--- src/sv/dpc_pkg.sv ---
// Package for the date pair compare unit: field widths, stream bit positions,
// result codes and the constant-divisor helpers used by the datapath.
// No dependencies; every other file refers to it by scoped names.
package dpc_pkg;

   // Input field widths.
   localparam int YEAR_W  = 14;
   localparam int MONTH_W = 4;
   localparam int DAY_W   = 5;

   // Day number width on the result side, and the internal width of the
   // day number biased by +3 (always non-negative, holds any 14-bit year).
   localparam int DN_W  = 23;
   localparam int NUM_W = 23;

   // Input and quotient widths of the divide-by-25 and divide-by-7 helpers and the width of the leap-year count.
   localparam int Q25_IN_W = 13;
   localparam int Q25_W    = 9;
   localparam int WEEK_W   = 21;
   localparam int LEAPS_W  = 13;

   // Largest legal year.
   localparam int unsigned MAX_YEAR = 9999;

   localparam int unsigned DAYS_PER_YEAR = 365;
   localparam int unsigned DAY_BIAS      = 3;
   localparam int unsigned FEBRUARY      = 2;
   localparam int unsigned LAST_MONTH    = 12;

   // x / 25 for x below 43690 is (x * 5243) >> 17.
   localparam int unsigned DIV25_MUL   = 5243;
   localparam int unsigned DIV25_SHIFT = 17;
   // x / 7 for x below 2**23 is (x * 9586981) >> 26.
   localparam int unsigned DIV7_MUL   = 9586981;
   localparam int unsigned DIV7_SHIFT = 26;
   localparam int          DIV7_P_W   = NUM_W + 24;

   // Request tdata layout, lowest bit first.
   localparam int REQ_DATA_W = 48;
   localparam int I_FY = 0;
   localparam int I_FM = I_FY + YEAR_W;
   localparam int I_FD = I_FM + MONTH_W;
   localparam int I_SY = I_FD + DAY_W;
   localparam int I_SM = I_SY + YEAR_W;
   localparam int I_SD = I_SM + MONTH_W;

   // Response tdata layout, lowest bit first.
   localparam int RSP_DATA_W = 56;
   localparam int O_FL    = 0;
   localparam int O_SL    = 1;
   localparam int O_FDN   = 2;
   localparam int O_SDN   = O_FDN + DN_W;
   localparam int O_SWEEK = O_SDN + DN_W;
   localparam int O_SMON  = O_SWEEK + 1;
   localparam int O_SYEAR = O_SMON + 1;
   localparam int O_ORDER = O_SYEAR + 1;
   localparam int ORDER_W = 2;
   localparam int O_PAD   = O_ORDER + ORDER_W;

   typedef enum logic [ORDER_W-1:0] {
      ORDER_EQUAL   = 2'd0,
      ORDER_EARLIER = 2'd1,
      ORDER_LATER   = 2'd2
   } order_type;

   // Legality and biased day number of one date.
   typedef struct packed {
      logic             legal;
      logic [NUM_W-1:0] num;
   } date_info_type;

   // Contents of the first pipeline stage.
   typedef struct packed {
      date_info_type first;
      date_info_type second;
      logic          same_month;
      logic          same_year;
      order_type     order;
   } stage_type;

   function automatic logic [Q25_W-1:0] div25(input logic [Q25_IN_W-1:0] x);
      logic [2*Q25_IN_W-1:0] p;
      p = (2*Q25_IN_W)'(x) * (2*Q25_IN_W)'(DIV25_MUL);
      return Q25_W'(p >> DIV25_SHIFT);
   endfunction

   function automatic logic [WEEK_W-1:0] div7(input logic [NUM_W-1:0] x);
      logic [DIV7_P_W-1:0] p;
      p = DIV7_P_W'(x) * DIV7_P_W'(DIV7_MUL);
      return WEEK_W'(p >> DIV7_SHIFT);
   endfunction

   function automatic logic [DAY_W-1:0] month_days(input logic [MONTH_W-1:0] m,
                                                   input logic leap);
      logic [DAY_W-1:0] r;
      case (m)
         4'd1, 4'd3, 4'd5, 4'd7, 4'd8, 4'd10, 4'd12: r = 5'd31;
         4'd4, 4'd6, 4'd9, 4'd11:                    r = 5'd30;
         4'd2:                                       r = leap ? 5'd29 : 5'd28;
         default:                                    r = 5'd0;
      endcase
      return r;
   endfunction

   // Days of the whole months before month m in a common year.
   function automatic logic [8:0] days_before(input logic [MONTH_W-1:0] m);
      logic [8:0] r;
      case (m)
         4'd2:    r = 9'd31;
         4'd3:    r = 9'd59;
         4'd4:    r = 9'd90;
         4'd5:    r = 9'd120;
         4'd6:    r = 9'd151;
         4'd7:    r = 9'd181;
         4'd8:    r = 9'd212;
         4'd9:    r = 9'd243;
         4'd10:   r = 9'd273;
         4'd11:   r = 9'd304;
         4'd12:   r = 9'd334;
         default: r = 9'd0;
      endcase
      return r;
   endfunction

   // Legality and day number plus three of one date.
   function automatic date_info_type date_eval(input logic [YEAR_W-1:0]  y,
                                               input logic [MONTH_W-1:0] m,
                                               input logic [DAY_W-1:0]   d);
      logic [YEAR_W:0]    y_p3;
      logic [YEAR_W:0]    y_p99;
      logic [YEAR_W:0]    y_p399;
      logic [Q25_W-1:0]   f100;
      logic [Q25_W-1:0]   c100;
      logic [Q25_W-1:0]   f400;
      logic [Q25_W-1:0]   c400;
      logic [LEAPS_W-1:0] ceil4;
      logic [LEAPS_W-1:0] leaps;
      logic               leap;
      logic [DAY_W-1:0]   mlen;
      date_info_type      r;
      y_p3   = {1'b0, y} + (YEAR_W+1)'(3);
      y_p99  = {1'b0, y} + (YEAR_W+1)'(99);
      y_p399 = {1'b0, y} + (YEAR_W+1)'(399);
      // Floor and ceiling of y/100 and y/400; equal exactly when y divides.
      f100 = div25(Q25_IN_W'(y >> 2));
      c100 = div25(Q25_IN_W'(y_p99 >> 2));
      f400 = div25(Q25_IN_W'(y >> 4));
      c400 = div25(Q25_IN_W'(y_p399 >> 4));
      leap  = ((y[1:0] == 2'b00) && (c100 != f100)) || (c400 == f400);
      ceil4 = LEAPS_W'(y_p3 >> 2);
      // Leap years among 0 .. y-1.
      leaps = ceil4 - LEAPS_W'(c100) + LEAPS_W'(c400);
      mlen  = month_days(m, leap);
      r.legal = (32'(y) <= MAX_YEAR) && (m != '0) && (32'(m) <= LAST_MONTH) &&
                (d != '0) && (d <= mlen);
      r.num = NUM_W'(y) * NUM_W'(DAYS_PER_YEAR) + NUM_W'(leaps) +
              NUM_W'(days_before(m)) + NUM_W'(leap && (32'(m) > FEBRUARY)) +
              NUM_W'(d);
      return r;
   endfunction

endpackage

--- src/sv/date_pair_compare_unit.sv ---
// Date pair compare unit: two-stage streaming datapath that checks two
// Gregorian dates, computes their day numbers and compares them.
// Depends on dpc_pkg for widths, field layout and the arithmetic helpers.

// Usage
// The request channel (req_) carries one pair of dates per transfer. The
// response channel (rsp_) returns one result per request, in request order:
// legality flags, day numbers (day count from year 0, minus three, or zero
// for an illegal date), same-week, same-month and same-year flags and the
// ordering code. There is no configuration port.
// Throughput is one transfer per clock cycle on both channels unless the
// receiver stalls. A taken request is registered in the first stage, then
// moved into the result register behind rsp_tvalid. The first stage computes
// legality and day numbers; the result register holds the week compare, which
// needs its own constant-reciprocal multiplier after the day-number adder.
// When the receiver stalls, the result register holds its transfer steady and
// the first stage still takes one more request, so req_tready drops only
// when both stages are full. reset (synchronous, active high) empties both
// stages; payload registers are not cleared.
module date_pair_compare_unit (
   input  logic                             clock,
   input  logic                             reset,
   input  logic                             req_tvalid,
   output logic                             req_tready,
   // first_year, first_month, first_day, second_year, second_month,
   // second_day, then two zero bits
   input  logic [dpc_pkg::REQ_DATA_W-1:0]   req_tdata,
   output logic                             rsp_tvalid,
   input  logic                             rsp_tready,
   // first_legal, second_legal, first_day_number, second_day_number,
   // same_week, same_month, same_year, order, then three zero bits
   output logic [dpc_pkg::RSP_DATA_W-1:0]   rsp_tdata
);

   logic                           stage_valid_ff;
   logic                           stage_valid_in;
   dpc_pkg::stage_type             stage_ff;
   dpc_pkg::stage_type             stage_in;
   logic                           rsp_valid_ff;
   logic                           rsp_valid_in;
   logic [dpc_pkg::RSP_DATA_W-1:0] rsp_data_ff;
   logic [dpc_pkg::RSP_DATA_W-1:0] rsp_data_in;

   logic                           out_free;
   logic                           stage_move;
   logic                           req_accept;

   logic [dpc_pkg::YEAR_W-1:0]     fy;
   logic [dpc_pkg::MONTH_W-1:0]    fm;
   logic [dpc_pkg::DAY_W-1:0]      fd;
   logic [dpc_pkg::YEAR_W-1:0]     sy;
   logic [dpc_pkg::MONTH_W-1:0]    sm;
   logic [dpc_pkg::DAY_W-1:0]      sd;

   logic [dpc_pkg::NUM_W:0]        first_signed;
   logic [dpc_pkg::NUM_W:0]        second_signed;
   logic [dpc_pkg::WEEK_W-1:0]     first_week;
   logic [dpc_pkg::WEEK_W-1:0]     second_week;

   // Handshake: the result register frees up when empty or being taken, and
   // the first stage can take a request when it is empty or moving on.
   assign out_free   = !rsp_valid_ff || rsp_tready;
   assign stage_move = stage_valid_ff && out_free;
   assign req_tready = !stage_valid_ff || out_free;
   assign req_accept = req_tvalid && req_tready;

   assign rsp_tvalid = rsp_valid_ff;
   assign rsp_tdata  = rsp_data_ff;

   assign fy = req_tdata[dpc_pkg::I_FY +: dpc_pkg::YEAR_W];
   assign fm = req_tdata[dpc_pkg::I_FM +: dpc_pkg::MONTH_W];
   assign fd = req_tdata[dpc_pkg::I_FD +: dpc_pkg::DAY_W];
   assign sy = req_tdata[dpc_pkg::I_SY +: dpc_pkg::YEAR_W];
   assign sm = req_tdata[dpc_pkg::I_SM +: dpc_pkg::MONTH_W];
   assign sd = req_tdata[dpc_pkg::I_SD +: dpc_pkg::DAY_W];

   // First stage: legality, biased day numbers and the raw field compares.
   // The ordering compares year, month and day in priority order, which is
   // a plain compare of the concatenated fields.
   always_comb begin
      stage_in.first      = dpc_pkg::date_eval(fy, fm, fd);
      stage_in.second     = dpc_pkg::date_eval(sy, sm, sd);
      stage_in.same_year  = (fy == sy);
      stage_in.same_month = (fy == sy) && (fm == sm);
      if ({fy, fm, fd} == {sy, sm, sd}) begin
         stage_in.order = dpc_pkg::ORDER_EQUAL;
      end else if ({fy, fm, fd} < {sy, sm, sd}) begin
         stage_in.order = dpc_pkg::ORDER_EARLIER;
      end else begin
         stage_in.order = dpc_pkg::ORDER_LATER;
      end
   end

   // Second stage: remove the bias of three and form the week numbers. The
   // two days before day zero fall in week zero along with days zero to six.
   always_comb begin
      first_signed  = {1'b0, stage_ff.first.num} - (dpc_pkg::NUM_W+1)'(dpc_pkg::DAY_BIAS);
      second_signed = {1'b0, stage_ff.second.num} - (dpc_pkg::NUM_W+1)'(dpc_pkg::DAY_BIAS);
      if (first_signed[dpc_pkg::NUM_W]) begin
         first_week = '0;
      end else begin
         first_week = dpc_pkg::div7(first_signed[dpc_pkg::NUM_W-1:0]);
      end
      if (second_signed[dpc_pkg::NUM_W]) begin
         second_week = '0;
      end else begin
         second_week = dpc_pkg::div7(second_signed[dpc_pkg::NUM_W-1:0]);
      end
   end

   always_comb begin
      rsp_data_in = '0;
      rsp_data_in[dpc_pkg::O_FL] = stage_ff.first.legal;
      rsp_data_in[dpc_pkg::O_SL] = stage_ff.second.legal;
      rsp_data_in[dpc_pkg::O_FDN +: dpc_pkg::DN_W] =
         stage_ff.first.legal ? first_signed[dpc_pkg::DN_W-1:0] : '0;
      rsp_data_in[dpc_pkg::O_SDN +: dpc_pkg::DN_W] =
         stage_ff.second.legal ? second_signed[dpc_pkg::DN_W-1:0] : '0;
      rsp_data_in[dpc_pkg::O_SWEEK] = stage_ff.first.legal && stage_ff.second.legal &&
                                      (first_week == second_week);
      rsp_data_in[dpc_pkg::O_SMON]  = stage_ff.same_month;
      rsp_data_in[dpc_pkg::O_SYEAR] = stage_ff.same_year;
      rsp_data_in[dpc_pkg::O_ORDER +: dpc_pkg::ORDER_W] = stage_ff.order;
   end

   always_comb begin
      if (req_accept) begin
         stage_valid_in = 1'b1;
      end else if (stage_move) begin
         stage_valid_in = 1'b0;
      end else begin
         stage_valid_in = stage_valid_ff;
      end
      if (stage_move) begin
         rsp_valid_in = 1'b1;
      end else if (rsp_tready) begin
         rsp_valid_in = 1'b0;
      end else begin
         rsp_valid_in = rsp_valid_ff;
      end
   end

   always_ff @(posedge clock) begin
      if (reset) begin
         stage_valid_ff <= 1'b0;
         rsp_valid_ff   <= 1'b0;
      end else begin
         stage_valid_ff <= stage_valid_in;
         rsp_valid_ff   <= rsp_valid_in;
      end
   end

   always_ff @(posedge clock) begin
      if (req_accept) begin
         stage_ff <= stage_in;
      end
      if (stage_move) begin
         rsp_data_ff <= rsp_data_in;
      end
   end

endmodule

--- config.mk ---
export PLATFORM = sky130hd
export DESIGN_NAME = date_pair_compare_unit
export DESIGN_NICKNAME = d
export VERILOG_FILES = /design/src/sv/dpc_pkg.sv /design/src/sv/date_pair_compare_unit.sv
export SDC_FILE = /design/constraint.sdc
export NUM_CORES = 2
export LEC_CHECK = 0
export BUFFER_PORTS_ARGS = -buffer_cell sky130_fd_sc_hd__buf_2
export CORE_AREA = 2 2 249 374
export CTS_CLUSTER_SIZE = 8
export DETAILED_ROUTE_END_ITERATION = 12
export DIE_AREA = 0 0 251 376
export PLACE_DENSITY = 0.68
export SYNTH_ARGS = -nofsm -noshare
export SYNTH_HDL_FRONTEND = slang
export SYNTH_SLANG_ARGS = --single-unit
--- constraint.sdc ---
create_clock -name clock -period 12.9 [get_ports clock]
set_clock_uncertainty 0.2 [all_clocks]
set_input_delay 1.29 -clock clock [delete_from_list [all_inputs] [get_ports clock]]
set_output_delay 1.29 -clock clock [all_outputs]
set_load 0.02 [all_outputs]
Word-level counts from Yosys, hierarchy flattened:

Memory sizes are Yosys's and may differ from the RTL's.
Index checks and enable logic that the tools add are counted.

* bits of input ports: 52
* word-level logic and storage cells: 133
* bits in read-only memories: 288
* memories: 2
* memory bits (writable): 0
* latch bits: 0
* bits in registers: 107
* output and inout bits: 58

* shifts and indexed selects: 0
* add/subtract/negate cells: 20
* reduce and logical (&&, ||, !) cells: 35
* $lt $le $gt $ge: 9
* equality and inequality tests: 32
* multipliers: 12
* bitwise gates (word level): 0
* mux-type cells: 11
* div/mod/pow operators: 0

Memories
* (no name shown): depth 16, bits a word 9, rd ports 1, clocked after Yosys merged registers in 0, write ports 0, line dpc_pkg.sv:108 `case (m)`
* (no name shown): depth 16, bits a word 9, rd ports 1, clocked after Yosys merged registers in 0, write ports 0, line dpc_pkg.sv:108

Operators with widths (number)
* $mul A23 B24 Y47 const B: 2
* $mul A13 B13 Y26 const B: 2
* $mul A12 B13 Y25 const B: 2
* $mul A11 B13 Y24 const B: 2
* $sub A23 B2 Y24 const B: 2
* $add A23 B1 Y23: 2
* $add A23 B13 Y23: 2
* $add A23 B5 Y23: 2
* $add A23 B9 Y23: 2
* $mul A10 B13 Y23 const B: 2
* $mul A14 B9 Y23 const B: 2
* $mux W21: 2
* $eq A4 B4 Y1 const B: 10
* $eq A4 B3 Y1 const B: 8
* $add A14 B2 Y15 const B: 2
* $add A14 B7 Y15 const B: 2
* $add A14 B9 Y15 const B: 2
* $pmux W5 S3: 2
* $le A14 B14 Y1 const B: 2
* $add A13 B7 Y13: 2
* $sub A13 B9 Y13: 2
* $eq A23 B23 Y1: 1
* $lt A23 B23 Y1: 1
* $eq A21 B21 Y1: 1
* other kinds (20): 60

Logic depth before layout (Yosys ltp):

* depth after elaboration: 9
* depth in mapped cells: 56
* depth with buffers taken out: 56

Least setup slack after synthesis:

No wires, ideal clock.

* path kind: in2reg
* start point: input req_tdata[28] in the netlist's numbering
* end point: register stage_ff[26] in the netlist's numbering, data pin
* path buffers: 1
* stages on the path: 49
* required time: 12.542 ns
* arrival: 13.217 ns
* setup time: 0.158 ns
* slack: -0.675 ns
* cells stage by stage: clkbuf_1 -> inv_1 -> ha_1 -> inv_1 -> o21ai_0 -> and3_1 -> and3_1 -> xnor2_1 -> inv_1 -> ha_1 -> fa_1 -> fa_1 -> fa_1 -> inv_1 -> fa_1 -> inv_1 -> ha_1 -> nand4_1 -> [13 not listed] -> fa_1 -> fa_1 -> fa_1 -> inv_1 -> ha_1 -> nor2b_1 -> o21ai_0 -> a21boi_0 -> o21ai_0 -> a21boi_0 -> o21ai_0 -> a21boi_0 -> o31a_1 -> o41ai_1 -> o21ai_0 -> or4_1 -> a211o_1 -> o211ai_1

RTL lines
* start: declaration: line date_pair_compare_unit.sv:27 `input logic [dpc_pkg::REQ_DATA_W-1:0] req_tdata,`
* end signal: assignment: line date_pair_compare_unit.sv:155 `stage_ff <= stage_in;`
* end: declaration: line date_pair_compare_unit.sv:37 `dpc_pkg::stage_type stage_ff;`

==> flow_summary.ini <==
[yosys]
synth_common_cells = 1275 x inv_1, 1140 x ha_1, 649 x fa_1
seq_area_frac_synth_pct = 7.06
synth.area.top_cells = ha_1 32%, fa_1 29%, inv_1 11%, edfxtp_1 7.0%, xnor2_1 3.8%
synth_top_flop_cell = edfxtp_1
ys_ff_latch = 107
ys_warn_count = 0
synthCells = 4742
asyncSetResetFlopFracSynth_pct = 0
synth.avg_cell_area_um2 = 9.54
synth_cell_types = 88
yosysTopAreaCell = ha_1
syn_area_um2 = 45200
synth_top_area_share_pct = 31.5
synth_edf_count = 105
synth.most_common_cell = inv_1

[run]
maxCapViolCount = 0

[clocking]
clkSlewWorstSetupHoldPaths_ns = 0.07
root_buffer = clkbuf_16
cts_made_buffers = 9
worstSkewPairLatency_ns = 0.39
cts_sinks = 107
postCtsHoldBufs = 0
htreeDepth = 3
cts_tree = built
clockBufferDepth = 2

[final_layout]
fin_nets = 7161
design_area_um2 = 52700
area_delta_synth_final_pct = 16.4
fin_util_pct = 57.7
final_layout_size_suffix_gt1_share_pct = 16.8

[floorplan]
io_pins = 110
die_x_um = 251
start_util_pct = 49.6
rows = 136
die_h_um = 376
core_um2 = 91200
die-area_um2 = 94400

[sta]
finalSetupViolations = 0
final-hold-violation-count = 0
fin_hold_ws_ns = 0.223
slew-limit-headroom_pct = 29.7
tightestPinTransition_ns = 1.05
post-route-period-util_pct = 99.4
rsz0062_at_grt = yes
slew_violations = 0
fin_ws_ns = 0.0816
clock.fmax_ghz = 0.0780
period_needed_ns = 12.82

[placed_design]
gp_congestion = 0.946
place_area_um2 = 50700
dpl.hpwl_mm = 102
pre_cts_ws_ns = -1.08
io_buffers = 104

[global_routing]
grt-ovfl-total = 0
antenna_found_initial = 13
grt_pass1_vias = 37333
grt_usage_pct = 24.8
grt_max_degree = 53
grt_pass1_wl_mm = 185

[hold_path]
worstHoldEndpoint = rsp_tdata[51]
hold_depth = 0
hp-class = flop to flop
min_from = rsp_data_in[51]

[worst_setup_path]
end_kind = flop
rrSetupSlack_ns = 1.82
cpPeakStageDelay_ns = 0.59
critPathMaxFanout = 3
arrival_ns = 12.85
critPathLaunchType = input port
r2r_cells = 31
r2r_start = stage_ff[7]
r2r-end = rsp_tdata[48]
cp_slowest_cell = fa_1
critPathMostFrequentCell = fa_1
required_ns = 12.93
path_class = input port to flop

[drt]
drt_iter0_markers = 1108
avgViaCountPerCell = 5.26
routed_wl_mm = 114
routed-via-count = 34213
ant_nets = 0
wire_per_inst_um = 17.6
drt_first_pass_iters = 5
drc = 0

[status]
outcome = complete, no violations
[cell type report]
cell class	instances	area, um2
flip-flops and latches	107	3190
inverters	1278	4810
repair buffers	601	4380
clock buffers	9	225
multi-input cells	3323	38500
clock inverters	7	86.3
diodes	3	7.51
fillers	7852	38500
well taps	1173	1470
[cells in the final DEF (no fill, tap or decap), types with 53 or more instances in the layout]
| master | netlist | final |
|---|---|---|
| edfxtp_1 | 105 | 105 |
| buf_4 | 4 | 485 |
| fa_1 | 649 | 640 |
| nand2_1 | 142 | 134 |
| xor2_1 | 74 | 66 |
| inv_1 | 1275 | 1245 |
| nor3_1 | 55 | 53 |
| nor2_1 | 132 | 128 |
| o21ai_0 | 122 | 92 |
| nor2b_1 | 61 | 57 |
| buf_2 | 2 | 98 |
| ha_1 | 1140 | 1099 |
| a21oi_1 | 170 | 142 |
| xnor2_1 | 194 | 165 |
| a21o_1 | 54 | 54 |
[through the flow]
| stage | instances | TNS (ns) |
|---|---|---|
| after detailed placement | 6415 | -8.70 |
| after global placement | 6415 | -5.88 |
| after floorplan | 4744 | 0 |
| after global routing | 6498 | -1.11 |
| after CTS | 6474 | 0 |
| final | 6501 | 0 |
[worst max-delay path: cells and delay by family]
family | cells | cell delay (ns)
adders and majority gates | 14 | 5.83
AOI/OAI and AO/OA | 17 | 2.93
and+or+nand+nor | 11 | 1.69
buffers and inverters | 10 | 0.83
xor gates and xnor gates | 2 | 0.26
[registers in the layout, summed over array words and instances (netlist names)]
name / count
rsp_data_in: 6
rsp_tdata: 53
rsp_tvalid: 1
stage_ff: 46
stage_valid_ff: 1
[kinds of logic (layout without fill, tap and decap cells)]
kind of cell / Yosys count / count (layout) / synth area share [%]
AO/OA/AOI/OAI: 562 / 562 / 8.00
XOR/XNOR: 270 / 270 / 5.29
adder cells (fa/ha/maj): 1789 / 1789 / 60.3
buffers and inverters: 1314 / 1895 / 10.9
flip-flops: 107 / 107 / 7.06
multiplexers: 21 / 21 / 0.567
other: 1 / 6 / 0.00829
AND/OR/NAND/NOR: 678 / 678 / 7.86
[how the worst max path moves through the flow]
stage / cells after the start / from / endpoint
after floorplan: 51 / req_tdata[28] / stage_ff[26]
after global placement: 53 / req_tdata[25] / stage_ff[26]
after detailed placement: 53 / req_tdata[26] / stage_ff[26]
after CTS: 55 / req_tdata[26] / stage_ff[26]
after global routing: 52 / req_tdata[0] / stage_ff[50]
final: 54 / req_tdata[26] / stage_ff[26]
[what timing repair did]
| action | CTS | global route |
|---|---|---|
| gates cloned | 0 | 0 |
| gates resized for setup | 99 | 161 |
| setup endpoints to repair | 10 | 18 |
| hold endpoints to repair | 0 | 0 |
| pin swaps | 88 | 133 |
| setup buffers | 44 | 29 |
[layer usage]
| layer | track usage [%] | wire (um) |
|---|---|---|
| met2 | 48.5 | 62000 |
| met4 | 12.6 | 6910 |
| met1 | 26.2 | 41600 |
| met5 | 0 | 107 |
| met3 | 2.19 | 3550 |
Power is not shown: default switching activity piles up to over one toggle a cycle in this logic, so the estimate is an artifact.
